## src/rtl/kbfr_pkg.sv

```systemverilog
// kbfr_pkg: shared types and constants of the keypad bus frame receiver
// no dependencies; imported by kbfr_framer, kbfr_result_fifo, the top level and the testbench

package kbfr_pkg;

	// input item kinds
	localparam logic [1:0] KIND_START   = 2'd0;
	localparam logic [1:0] KIND_BYTE    = 2'd1;
	localparam logic [1:0] KIND_TIMEOUT = 2'd2;

	// result kinds
	localparam logic OUT_TX      = 1'b0;
	localparam logic OUT_OUTCOME = 1'b1;

	// frame classes
	localparam logic [1:0] CLASS_NONE  = 2'd0;
	localparam logic [1:0] CLASS_KEY   = 2'd1;
	localparam logic [1:0] CLASS_TYPED = 2'd2;

	// outcome status codes
	localparam logic [1:0] ST_ACCEPTED   = 2'd0;
	localparam logic [1:0] ST_NO_REPLY   = 2'd1;
	localparam logic [1:0] ST_WRONG_ADDR = 2'd2;
	localparam logic [1:0] ST_BAD_SUM    = 2'd3;

	// protocol constants
	localparam logic [7:0] REQ_BYTE   = 8'hF6;
	localparam logic [7:0] TYPED_CODE = 8'h87;
	localparam logic [7:0] KEY_MAX    = 8'd16;
	localparam logic [6:0] FIXED_LEN  = 7'd9;
	localparam logic [6:0] KEY_EXTRA  = 7'd2;

	// framing phase, one-hot
	typedef enum logic [3:0] {
		PH_IDLE   = 4'b0001,
		PH_FIRST  = 4'b0010,
		PH_SECOND = 4'b0100,
		PH_BODY   = 4'b1000
	} phase_t;

	// one result item
	typedef struct packed {
		logic       out_kind;
		logic [7:0] tx_byte;
		logic [1:0] frame_class;
		logic [7:0] type_code;
		logic [6:0] frame_len;
		logic [1:0] status;
		logic       last;
	} result_t;

	// write strobes from the framer into the result queue
	typedef struct packed {
		logic push0;
		logic push1;
	} push_t;

endpackage

```

## src/rtl/kbfr_framer.sv

```systemverilog
// kbfr_framer: input register, framing state and the per-item result logic
// depends on kbfr_pkg

module kbfr_framer #(
	parameter int BUFFER_BYTES = 64
) (
	input  logic              clk,
	input  logic              arst_n,
	input  logic              in_valid,
	output logic              in_stall,
	input  logic [1:0]        kind,
	input  logic [7:0]        value,
	input  logic [4:0]        target_address,
	input  logic              queue_room,
	output kbfr_pkg::push_t   push,
	output kbfr_pkg::result_t res0,
	output kbfr_pkg::result_t res1
);
	import kbfr_pkg::*;

	localparam logic [6:0] BUF_LIMIT = 7'(BUFFER_BYTES);

	logic       valid_s1;
	logic [1:0] kind_s1;
	logic [7:0] value_s1;
	logic [4:0] addr_s1;
	logic       fire;

	phase_t     phase_q, phase_n;
	logic [4:0] addr_q, addr_n;
	logic [6:0] count_q, count_n;
	logic [6:0] exp_q, exp_n;
	logic [7:0] first_q, first_n;
	logic [7:0] second_q, second_n;
	logic [7:0] sum_q, sum_n;
	logic [7:0] newest_q, newest_n;

	logic       tmo;
	logic [7:0] take_sum;
	logic [6:0] take_cnt;
	logic       emit_start;
	logic       emit_noreply;
	logic       do_finish;
	logic [7:0] chk_sum;
	logic [7:0] chk_byte;
	logic [7:0] calc;
	logic       addr_bad;
	logic       sum_bad;

	// input register: holds while the result queue lacks room for two
	assign fire     = valid_s1 & queue_room;
	assign in_stall = valid_s1 & ~queue_room;

	always_ff @(posedge clk or negedge arst_n) begin
		if (!arst_n) begin
			valid_s1 <= 1'b0;
		end else begin
			valid_s1 <= (in_valid & ~in_stall) | in_stall;
		end
	end

	always_ff @(posedge clk) begin
		if (in_valid && !in_stall) begin
			kind_s1  <= kind;
			value_s1 <= value;
			addr_s1  <= target_address;
		end
	end

	// next framing state
	assign tmo      = (kind_s1 == KIND_TIMEOUT);
	assign take_sum = sum_q + newest_q;
	assign take_cnt = count_q + 7'd1;

	always_comb begin
		phase_n      = phase_q;
		addr_n       = addr_q;
		count_n      = count_q;
		exp_n        = exp_q;
		first_n      = first_q;
		second_n     = second_q;
		sum_n        = sum_q;
		newest_n     = newest_q;
		emit_start   = 1'b0;
		emit_noreply = 1'b0;
		do_finish    = 1'b0;
		if (kind_s1 == KIND_START) begin
			addr_n     = addr_s1;
			count_n    = '0;
			exp_n      = '0;
			first_n    = '0;
			second_n   = '0;
			sum_n      = '0;
			newest_n   = '0;
			phase_n    = PH_FIRST;
			emit_start = 1'b1;
		end else if (kind_s1 == KIND_BYTE || kind_s1 == KIND_TIMEOUT) begin
			priority if ((phase_q == PH_FIRST || phase_q == PH_SECOND) && tmo) begin
				phase_n      = PH_IDLE;
				emit_noreply = 1'b1;
			end else if (phase_q == PH_FIRST) begin
				first_n  = value_s1;
				newest_n = value_s1;
				sum_n    = '0;
				count_n  = 7'd1;
				phase_n  = PH_SECOND;
			end else if (phase_q == PH_SECOND) begin
				second_n = value_s1;
				sum_n    = take_sum;
				newest_n = value_s1;
				count_n  = take_cnt;
				phase_n  = PH_BODY;
				if (value_s1 == TYPED_CODE) begin
					exp_n = FIXED_LEN;
				end else if (value_s1 <= KEY_MAX) begin
					exp_n     = value_s1[6:0] + KEY_EXTRA;
					do_finish = (value_s1 == 8'd0);
				end else begin
					exp_n = '0;
				end
			end else if (phase_q == PH_BODY) begin
				if (exp_q == 7'd0) begin
					// open frame: ends on timeout or a full buffer
					if (tmo) begin
						do_finish = 1'b1;
					end else begin
						sum_n     = take_sum;
						newest_n  = value_s1;
						count_n   = take_cnt;
						do_finish = (take_cnt >= BUF_LIMIT);
					end
				end else begin
					// fixed length: a timeout stands for a zero byte
					sum_n     = take_sum;
					newest_n  = tmo ? 8'd0 : value_s1;
					count_n   = take_cnt;
					do_finish = (take_cnt >= exp_q);
				end
			end else begin
				phase_n = phase_q;
			end
		end
		if (do_finish) begin
			phase_n = PH_IDLE;
		end
	end

	// frame checks on the updated state
	always_comb begin
		if (count_n == 7'd2) begin
			chk_sum  = first_n + second_n;
			chk_byte = second_n;
		end else begin
			chk_sum  = sum_n;
			chk_byte = newest_n;
		end
	end

	assign calc     = 8'd0 - chk_sum;
	assign addr_bad = (first_n[5:0] != {1'b0, addr_n});
	assign sum_bad  = (calc != chk_byte);

	// results of this transaction
	always_comb begin
		res0 = '0;
		res1 = '0;
		push = '0;
		if (fire) begin
			if (emit_start) begin
				res0.out_kind = OUT_TX;
				res0.tx_byte  = REQ_BYTE;
				res1.out_kind = OUT_TX;
				res1.tx_byte  = {3'b000, addr_s1};
				res1.last     = 1'b1;
				push.push0    = 1'b1;
				push.push1    = 1'b1;
			end else if (emit_noreply) begin
				res0.out_kind = OUT_OUTCOME;
				res0.status   = ST_NO_REPLY;
				res0.last     = 1'b1;
				push.push0    = 1'b1;
			end else if (do_finish) begin
				if (addr_bad || sum_bad) begin
					res0.out_kind  = OUT_OUTCOME;
					res0.frame_len = count_n;
					res0.status    = addr_bad ? ST_WRONG_ADDR : ST_BAD_SUM;
					res0.last      = 1'b1;
					push.push0     = 1'b1;
				end else begin
					res0.out_kind  = OUT_TX;
					res0.tx_byte   = first_n;
					res1.out_kind  = OUT_OUTCOME;
					res1.frame_len = count_n;
					res1.status    = ST_ACCEPTED;
					res1.last      = 1'b1;
					if (second_n <= KEY_MAX) begin
						res1.frame_class = CLASS_KEY;
					end else begin
						res1.frame_class = CLASS_TYPED;
						res1.type_code   = second_n;
					end
					push.push0 = 1'b1;
					push.push1 = 1'b1;
				end
			end
		end
	end

	// framing state registers
	always_ff @(posedge clk or negedge arst_n) begin
		if (!arst_n) begin
			phase_q  <= PH_IDLE;
			addr_q   <= '0;
			count_q  <= '0;
			exp_q    <= '0;
			first_q  <= '0;
			second_q <= '0;
			sum_q    <= '0;
			newest_q <= '0;
		end else if (fire) begin
			phase_q  <= phase_n;
			addr_q   <= addr_n;
			count_q  <= count_n;
			exp_q    <= exp_n;
			first_q  <= first_n;
			second_q <= second_n;
			sum_q    <= sum_n;
			newest_q <= newest_n;
		end
	end

	// second result never goes without the first
	a_push_order: assert property (@(posedge clk) disable iff (!arst_n)
		push.push1 |-> push.push0)
		else $error("second result pushed without first");

	// stall only with a held item
	a_stall_held: assert property (@(posedge clk) disable iff (!arst_n)
		!valid_s1 |-> !in_stall)
		else $error("stall with empty input register");

	// a start always waits for the first reply byte
	a_start_phase: assert property (@(posedge clk) disable iff (!arst_n)
		(fire && kind_s1 == KIND_START) |=> phase_q == PH_FIRST)
		else $error("start did not enter first-byte phase");

endmodule

```

## src/rtl/kbfr_result_fifo.sv

```systemverilog
// kbfr_result_fifo: four-entry result queue, two writes and one read per cycle
// depends on kbfr_pkg

module kbfr_result_fifo (
	input  logic              clk,
	input  logic              arst_n,
	input  kbfr_pkg::push_t   push,
	input  kbfr_pkg::result_t res0,
	input  kbfr_pkg::result_t res1,
	output logic              queue_room,
	output logic              out_valid,
	input  logic              out_stall,
	output kbfr_pkg::result_t head
);
	import kbfr_pkg::*;

	localparam int DEPTH = 4;
	localparam int PW    = $clog2(DEPTH);
	localparam int CW    = $clog2(DEPTH + 1);

	result_t       mem_q [DEPTH];
	logic [PW-1:0] wr_ptr_q;
	logic [PW-1:0] rd_ptr_q;
	logic [CW-1:0] count_q;
	logic          pop;

	// room for a full pair of results
	assign queue_room = (count_q <= CW'(DEPTH - 2));
	assign out_valid  = (count_q != '0);
	assign pop        = out_valid & ~out_stall;
	assign head       = mem_q[rd_ptr_q];

	// entry storage
	always_ff @(posedge clk) begin
		if (push.push0) begin
			mem_q[wr_ptr_q] <= res0;
		end
		if (push.push1) begin
			mem_q[wr_ptr_q + PW'(1)] <= res1;
		end
	end

	// pointers and fill count
	always_ff @(posedge clk or negedge arst_n) begin
		if (!arst_n) begin
			wr_ptr_q <= '0;
			rd_ptr_q <= '0;
			count_q  <= '0;
		end else begin
			wr_ptr_q <= wr_ptr_q + PW'(push.push0) + PW'(push.push1);
			rd_ptr_q <= rd_ptr_q + PW'(pop);
			count_q  <= count_q + CW'(push.push0) + CW'(push.push1) - CW'(pop);
		end
	end

	// never overfilled
	a_no_overflow: assert property (@(posedge clk) disable iff (!arst_n)
		count_q <= CW'(DEPTH))
		else $error("result queue overflow");

	// writes only with room reported
	a_push_room: assert property (@(posedge clk) disable iff (!arst_n)
		push.push0 |-> queue_room)
		else $error("push without room");

	// a lone read drops the count by one
	a_pop_count: assert property (@(posedge clk) disable iff (!arst_n)
		(pop && !push.push0) |=> count_q == $past(count_q) - CW'(1))
		else $error("fill count wrong after read");

endmodule

```

## src/rtl/keypad_bus_frame_receiver_top.sv

```systemverilog
// keypad_bus_frame_receiver_top: host side of a keypad data request
// depends on kbfr_pkg, kbfr_framer and kbfr_result_fifo

// The block takes one input transaction per clock cycle while in_stall is
// low. Each item is registered, then processed in the input register by short
// framing logic that writes zero, one or two results into a four-entry result
// queue, whose head drives the output. The output delivers one result per
// cycle while out_stall is low, so items that yield two results (a start
// request, an accepted frame) are limited by the output rate, all others pass
// at one item per cycle. Input stall rises while the input register holds an
// item and the queue has fewer than two free entries. A start while a frame
// is in progress drops that frame.

module keypad_bus_frame_receiver_top #(
	parameter int BUFFER_BYTES = 64
) (
	input  logic       clk,
	input  logic       arst_n,
	input  logic       in_valid,
	output logic       in_stall,
	input  logic [1:0] kind,
	input  logic [7:0] value,
	input  logic [4:0] target_address,
	output logic       out_valid,
	input  logic       out_stall,
	output logic       out_kind,
	output logic [7:0] tx_byte,
	output logic [1:0] frame_class,
	output logic [7:0] type_code,
	output logic [6:0] frame_len,
	output logic [1:0] status,
	output logic       last
);
	import kbfr_pkg::*;

	push_t   push;
	result_t res0;
	result_t res1;
	result_t head;
	logic    queue_room;

	// framing and result generation
	kbfr_framer #(
		.BUFFER_BYTES(BUFFER_BYTES)
	) u_framer (
		.clk           (clk),
		.arst_n        (arst_n),
		.in_valid      (in_valid),
		.in_stall      (in_stall),
		.kind          (kind),
		.value         (value),
		.target_address(target_address),
		.queue_room    (queue_room),
		.push          (push),
		.res0          (res0),
		.res1          (res1)
	);

	// result queue toward the output channel
	kbfr_result_fifo u_fifo (
		.clk       (clk),
		.arst_n    (arst_n),
		.push      (push),
		.res0      (res0),
		.res1      (res1),
		.queue_room(queue_room),
		.out_valid (out_valid),
		.out_stall (out_stall),
		.head      (head)
	);

	// output fields
	assign out_kind    = head.out_kind;
	assign tx_byte     = head.tx_byte;
	assign frame_class = head.frame_class;
	assign type_code   = head.type_code;
	assign frame_len   = head.frame_len;
	assign status      = head.status;
	assign last        = head.last;

endmodule

```

## config.mk

```make
export PLATFORM = sky130hd
export DESIGN_NAME = keypad_bus_frame_receiver_top
export DESIGN_NICKNAME = d
export VERILOG_FILES = /design/src/rtl/kbfr_pkg.sv /design/src/rtl/kbfr_framer.sv /design/src/rtl/kbfr_result_fifo.sv /design/src/rtl/keypad_bus_frame_receiver_top.sv
export SDC_FILE = /design/constraint.sdc
export NUM_CORES = 1
export LEC_CHECK = 0
export ABC_AREA = 1
export BUFFER_PORTS_ARGS = -buffer_cell sky130_fd_sc_hd__buf_2
export CAP_MARGIN = 5
export CORE_ASPECT_RATIO = 1.75
export CORE_UTILIZATION = 35
export CTS_BUF_LIST = sky130_fd_sc_hd__clkbuf_2 sky130_fd_sc_hd__clkbuf_4 sky130_fd_sc_hd__clkbuf_8
export DETAILED_ROUTE_END_ITERATION = 6
export SYNTH_ARGS = -nofsm -noshare
export SYNTH_HDL_FRONTEND = slang
export SYNTH_SLANG_ARGS = --single-unit
```

## constraint.sdc

```tcl
create_clock -name clk -period 12.42 [get_ports clk]
set_clock_uncertainty 0.2 [all_clocks]
set_input_delay 1.863 -clock clk [delete_from_list [all_inputs] [get_ports clk]]
set_output_delay 1.863 -clock clk [all_outputs]
set_load 0.03 [all_outputs]
```

# After elaboration in Yosys (flattened, before gate mapping)
# Memories as Yosys holds them, arrays and structs flattened.
# Cells that the tools add are included.
[word_totals] reg_bits=78 out_inout_bits=31 ramBits=116 wordCells=168 memories=1
[memory_table] name="u_fifo.mem_q" words=4 width=29 read_ports=1 rd_ports_with_merged_regs=0 wr=2 line="kbfr_result_fifo.sv:21" text="result_t mem_q [DEPTH];"
[classes] n_reduce_logical=16 add_sub_neg=12 muxes=100 bitwise_logic=8 eq_ne=11 n_lt_le_gt_ge=5
[ops] operator="8-bit 2-to-1 mux" count=31
[ops] operator="7-bit 2-to-1 mux" count=16
[ops] operator="20-bit 2-to-1 mux" count=3
[ops] operator="10-bit 2-to-1 mux" count=4
[ops] operator="29-bit 2-to-1 mux" count=1
[ops] operator="1-bit 2-to-1 mux" count=28
[ops] operator="9-bit 2-to-1 mux" count=3
[ops] operator="4-bit 2-to-1 mux" count=6
[ops] operator="19-bit 2-to-1 mux" count=1
[ops] operator="8-bit adder" count=2
[ops] operator="8-bit by 5-bit <= comparator with 1-bit output (second input constant)" count=2
[ops] operator="5-bit 2-to-1 mux" count=2
[ops] operator="8-bit == test (second input constant)" count=1
[ops] operator="8-bit logical NOT" count=1
[ops] operator="2-bit 2-to-1 mux" count=4
[ops] operator="8-bit != test" count=1
[ops] operator="1-bit by 8-bit subtractor with 8-bit output (first input constant)" count=1
[ops] operator="7-bit by 1-bit adder with 7-bit output (second input constant)" count=1
[ops] operator="7-bit by 2-bit adder with 7-bit output (second input constant)" count=1
[ops] operator="7-bit by 2-bit == test with 1-bit output (second input constant)" count=1
[ops] operator="7-bit >= comparator" count=1
[ops] operator="7-bit >= comparator (second input constant)" count=1
[ops] operator="7-bit logical NOT" count=1
[ops] operator="2-bit by 1-bit adder with 2-bit output" count=3
[ops] operator="24 further kinds" count=36

# Logic depth before layout (Yosys ltp)
[depth] depth_word=22 ltp_mapped=34

# Modules after synthesis
# A second synthesis with hierarchy kept.
[unflattened] cells_unflattened=1719 area_unflattened_um2=12778.5
[by_module_without_submodules] mod="kbfr_result_fifo" seq_area_each_um2=3658.5 cells_each=886 area_each_um2=7046.8 instances=1
[by_module_without_submodules] mod="kbfr_framer" seq_area_each_um2=1853.0 cells_each=833 area_each_um2=5731.7 instances=1

# Least setup slack after synthesis
# No wires, ideal clock.
[synth_timing] path_kind="register to register" startpoint="register u_framer.kind_s1[0]" endpoint="register u_fifo.count_q[2]" path_buffers=1 synth_period_minus_slack_ns=5.393 slack_ns=7.027 path_stages_with_launch=31 setup_time_ns=0.123 t_arrival_ns=5.071 cell_sequence="edfxtp_1 inv_1 ha_1 inv_2 nor2_4 nand2_1 clkbuf_1 nor2_1 a211oi_1 ha_1 inv_1 o21ai_0 nor2_1 nand3_1 nand2_1 nand2_1 nand2_1 nand2_1 nor2_1 nand3_1 nand3_1 nand2_1 inv_2 nand4_4 nand2_2 inv_1 ha_1 inv_1 fa_1 fa_1 xnor2_1"
[synth_via] word_cells_on_any_way=66
[synth_lines] item="start: declaration" line="kbfr_framer.sv:24" text="logic [1:0] kind_s1;"
[synth_lines] item="start signal: assignment" line="kbfr_framer.sv:64" text="kind_s1 <= kind;"
[synth_lines] item="2-bit == test" line="kbfr_framer.sv:71, kbfr_framer.sv:97"
[synth_lines] item="1-bit logical AND" line="kbfr_framer.sv:98" text="priority if ((phase_q == PH_FIRST || phase_q == PH_SECOND) && tmo) begin"
[synth_lines] item="8-bit 2-to-1 mux" line="kbfr_framer.sv:98"
[synth_lines] item="8-bit 2-to-1 mux" line="kbfr_framer.sv:97" text="end else if (kind_s1 == KIND_BYTE || kind_s1 == KIND_TIMEOUT) begin"
[synth_lines] item="8-bit 2-to-1 mux *" line="kbfr_framer.sv:87" text="if (kind_s1 == KIND_START) begin"
[synth_lines] item="named net u_framer.second_n[4]" line="kbfr_framer.sv:34" text="logic [7:0] second_q, second_n;"
[synth_lines] item="8-bit adder" line="kbfr_framer.sv:151" text="chk_sum = first_n + second_n;"
[synth_lines] item="8-bit 2-to-1 mux" line="kbfr_framer.sv:150" text="if (count_n == 7'd2) begin"
[synth_lines] item="[2 not listed]"
[synth_lines] item="1-bit logical OR *" line="kbfr_framer.sv:183" text="if (addr_bad || sum_bad) begin"
[synth_lines] item="1-bit 2-to-1 mux *" line="kbfr_framer.sv:183"
[synth_lines] item="2-bit 2-to-1 mux *" line="kbfr_framer.sv:182" text="end else if (do_finish) begin"
[synth_lines] item="1-bit 2-to-1 mux *" line="kbfr_framer.sv:177" text="end else if (emit_noreply) begin"
[synth_lines] item="2-bit 2-to-1 mux *" line="kbfr_framer.sv:169" text="if (emit_start) begin"
[synth_lines] item="2-bit 2-to-1 mux *" line="kbfr_framer.sv:168" text="if (fire) begin"
[synth_lines] item="3-bit by 1-bit adder with 3-bit output *" line="kbfr_result_fifo.sv:52" text="count_q <= count_q + CW'(push.push0) + CW'(push.push1) - CW'(pop);"
[synth_lines] item="3-bit by 1-bit subtractor with 3-bit output *" line="kbfr_result_fifo.sv:52"
[synth_lines] item="end signal: assignment" line="kbfr_result_fifo.sv:52"
[synth_lines] item="end: declaration" line="kbfr_result_fifo.sv:24" text="logic [CW-1:0] count_q;"
# Mark *: on every way through the listed nets, which the timed path passes. The rest lies on a longest branch.
# A chain may end at the register's enable or synchronous reset.

# Worst setup path after layout
[layout_timing] startpoint="register u_framer.kind_s1[1]" endpoint="register u_fifo.count_q[2]"
# Same word-level chain as after synthesis.

==> run_results.csv <==
group,metric,value,unit
outcome,status,"complete, but fails checks",
outcome,failed_checks,"DRC",
placement,place_congestion,0.908,
floorplanning,rows,86,
final_layout,fillers,3230,
worst_setup_path,cpMaxStageDelayCell,"inv_1",
yosys,ys_warn_count,0,
power_and_ir_drop,power_frac_clock,14.8,%
yosys,yosysTopAreaCell,"edfxtp_1",
global_routing,grt_use_total,21.2,%
worst_setup_path,crit_arrival,6370,ps
detailed_routing,wl,33.7,mm
global_routing,antenna_found_initial,1,
min_path,hold_path.class,"reg -> reg",
global_routing,grt_start_max_net_pins,64,
clock_tree,clk_pin_slew_worst_paths,110,ps
worst_setup_path,cp-start-kind,"flop",
global_routing,grt_pass1_vias,9682,
clock_tree,cts_root_buf,"clkbuf_8",
floorplanning,core,0.0317,mm^2
power_and_ir_drop,leakagePower,5.42,nW
floorplanning,pin_count,50,
timing,fin_crit_sh,49.7,%
clock_tree,cts.path.max_buffers,2,
timing,drv_slew,0,
detailed_routing,vias_per_cell,5.21,
floorplanning,die_y,240,um
timing,tns,0,ps
detailed_routing,drc_errors,10,
clock_tree,cts_setup_buffers,0,
clock_tree,cts_hold_buf,0,
worst_setup_path,cp.required,12630,ps
yosys,ys_ff_latch,194,
yosys,netlist_top_cells_area,"edfxtp_1, dfrtp_1, nand2_1",
clock_tree,cts_tree,"done",
worst_setup_path,worstReg2RegEnd,"u_fifo.count_q[2]",
timing,hold_viol,0,
worst_setup_path,reg2reg_from,"u_framer.kind_s1[1]",
final_layout,drive_gt1_share,11.5,%
clock_tree,cts_buffers,17,
worst_setup_path,r2r_slack,6250,ps
yosys,syn-num-nets,1481,
placement,portBuffers,49,
yosys,synth_cells,1428,
worst_setup_path,worst-path-max-fanout,30,
worst_setup_path,endpoint_kind,"flop",
clock_tree,ctsHtreeMaxLevel,4,
yosys,synth_flop_cell,"edfxtp_1",
worst_setup_path,critPathBufInv,7,
timing,finalCriticalPeriod,6170,ps
floorplanning,die_x,138,um
placement,dp_hpwl,25.2,mm
detailed_routing,firstDrtPassIters,7,
detailed_routing,ant_nets,0,
clock_tree,clock_latency,520,ps
flow_run,maxCapViolations,0,
timing,hold_ws,270,ps
final_layout,multi_input_area,0.00513,mm^2
yosys,post_synth.cell_area_avg,7.95,um^2
worst_setup_path,cp_slowest_stage_delay,490,ps
floorplanning,dieArea,0.0332,mm^2
worst_setup_path,worstSetupPathType,"reg -> reg",
floorplanning,start_util,35.8,%
power_and_ir_drop,power.internal,1.58,mW
yosys,yosys-top-cells-count,"nand2_1, nor2_1, inv_1",
worst_setup_path,critPathLaunch,"u_framer.kind_s1[1]",
final_layout,syn_to_final_growth,9.17,%
final_layout,nets,1513,
yosys,yosysTopAreaCellShare,29.4,%
worst_setup_path,r2r_cells,29,
timing,slew_headroom,23.3,%
yosys,yosysSeqAreaShare,46.8,%
placement,pre_cts_slack,6370,ps
worst_setup_path,cp_top_family,"simple AND/OR/NAND/NOR gates",
yosys,synth.cell_area,0.0113,mm^2
final_layout,seq_area,0.00531,mm^2
detailed_routing,dr_total_vias,9748,
global_routing,grt_overflow,0,
global_routing,grt_pass1_wl,53.1,mm
power_and_ir_drop,total_power,3.23,mW
power_and_ir_drop,max-vdd-ir-drop,0.000115,V
power_and_ir_drop,comb_power_share,56.4,%
timing,rsz0062_at_grt,"no",
yosys,synthArstFlopShare,32.5,%
worst_setup_path,crit_top_cell,"nand2_1",
timing,tightestPinTransition,1150,ps
timing,fmax,0.162,GHz
worst_setup_path,worst-path-stages,29,
power_and_ir_drop,power_density,261,mW/mm^2
yosys,synth_most_common_cell,"nand2_1",
detailed_routing,drt_iter0_drc,621,
power_and_ir_drop,switching_share,51.2,%
power_and_ir_drop,p_switching,1.65,mW
timing,fin_ws,6250,ps
clock_tree,clock_sinks,194,
timing,setup_viol,0,
yosys,synth_edf_count,111,
clock_tree,post_cts_resized,0,
yosys,ys_types,51,
power_and_ir_drop,seq_power_share,28.7,%
worst_setup_path,endpoint,"u_fifo.count_q[2]",
detailed_routing,routedWlPerCell,18.0,um
## state kept, by name, summed over array words and instances, names as in the netlist, 2 cells and up
name / cells
u_fifo.mem_q: 116
u_framer.first_q: 8
u_framer.newest_q: 8
u_framer.second_q: 8
u_framer.sum_q: 8
u_framer.value_s1: 8
u_framer.count_q: 7
u_framer.exp_q: 7
u_framer.addr_q: 5
u_framer.addr_s1: 5
u_framer.phase_q: 4
u_fifo.count_q: 3
u_fifo.rd_ptr_q: 2
u_fifo.wr_ptr_q: 2
u_framer.kind_s1: 2
## power groups by stage
| stage | sequential [mW] | clock, mW | combinational [mW] |
|---|---|---|---|
| after floorplan | 0.898 | 0 | 1.35 |
| after global placement | 0.937 | 0 | 1.80 |
| after detailed placement | 0.940 | 0 | 1.82 |
| after CTS | 0.926 | 0.485 | 1.83 |
| after global routing | 0.942 | 0.509 | 2.03 |
| final | 0.928 | 0.479 | 1.82 |
## cell families (layout without fill, tap and decap cells)
kind of cell / after synthesis / in the layout / share of synthesized area (%)
simple gates: 682 / 682 / 26.1
flops: 194 / 194 / 46.8
xor+xnor: 18 / 18 / 1.39
buf+inv: 219 / 264 / 8.02
other cells: 0 / 1 / 0
fa+ha+maj: 34 / 34 / 4.08
compound gates: 281 / 281 / 13.6
## metal layers
layer	up-vias	part of all wire [%]	GRT usage, %
li1	4780	-	-
met1	4606	36	20.9
met2	273	54	41.1
met3	89	3.3	3.05
met4	0	6.2	14.0
met5	-	0	0
## layout make-up
cell class	instances	area share [%]
Clock buffer	20	2.07
Clock inverter	12	1.58
Tap cell	396	4.00
Sequential cell	194	42.9
Multi-Input combinational cell	1015	41.4
Antenna cell	1	0.0202
Timing Repair Buffer	67	3.07
Inverter	165	5.01
## stage by stage
step / util [%] / cells / area [um^2]
after floorplan: - / 1428 / 11300
after global placement: 37.6 / 1837 / 11900
after detailed placement: 37.6 / 1837 / 11900
after CTS: 39.0 / 1869 / 12400
after global routing: 39.0 / 1870 / 12400
final: 39.0 / 1870 / 12400
## placed cells by master (no fill, tap or decap), types with 4 or more instances in the layout
cell type | Yosys | final
ha_1 | 29 | 29
nand3_1 | 82 | 82
buf_4 | 0 | 18
dfrtp_1 | 62 | 62
nor2_2 | 6 | 6
o21ai_1 | 20 | 20
nand4_1 | 11 | 11
bufinv_16 | 0 | 4
nand2_2 | 25 | 25
xor2_1 | 10 | 10
o21ai_0 | 143 | 143
nand3_4 | 5 | 5
nor2_1 | 188 | 188
or2_2 | 6 | 6
dfxtp_1 | 20 | 20
nand3b_1 | 4 | 4
o211ai_1 | 4 | 4
fa_1 | 5 | 5
nor2_4 | 5 | 5
buf_2 | 2 | 49
inv_1 | 150 | 150
clkbuf_8 | 0 | 17
xnor2_1 | 8 | 8
nor4_1 | 5 | 5
o21bai_1 | 5 | 5
o22ai_1 | 37 | 37
nand2_1 | 337 | 337
edfxtp_1 | 111 | 111
inv_2 | 11 | 11
a21oi_1 | 53 | 53
## how the worst min path moves through the flow
| stage | slack [ps] | depth (start not counted) | end | from |
|---|---|---|---|---|
| 4_1_cts | 270 | 2 | u_fifo.mem_q[2][1] | u_fifo.mem_q[2][1] |
| 3_3_place_gp | 250 | 2 | u_fifo.mem_q[2][27] | u_fifo.mem_q[2][27] |
| 3_5_place_dp | 250 | 2 | u_fifo.mem_q[2][1] | u_fifo.mem_q[2][1] |
| 6_report | 270 | 2 | u_fifo.mem_q[1][27] | u_fifo.mem_q[1][27] |
| 2_1_floorplan | 240 | 2 | u_fifo.mem_q[1][26] | u_fifo.mem_q[1][26] |
| 5_1_grt | 290 | 2 | u_fifo.mem_q[2][1] | u_fifo.mem_q[2][1] |
## tightest hold or removal path: cells and delay by family (launching register included)
kind | cells | cell delay (ps)
AOI/OAI and AO/OA | 1 | 50
DFF | 1 | 320
and+or+nand+nor | 1 | 60
Power figures use the tool's default switching activity.
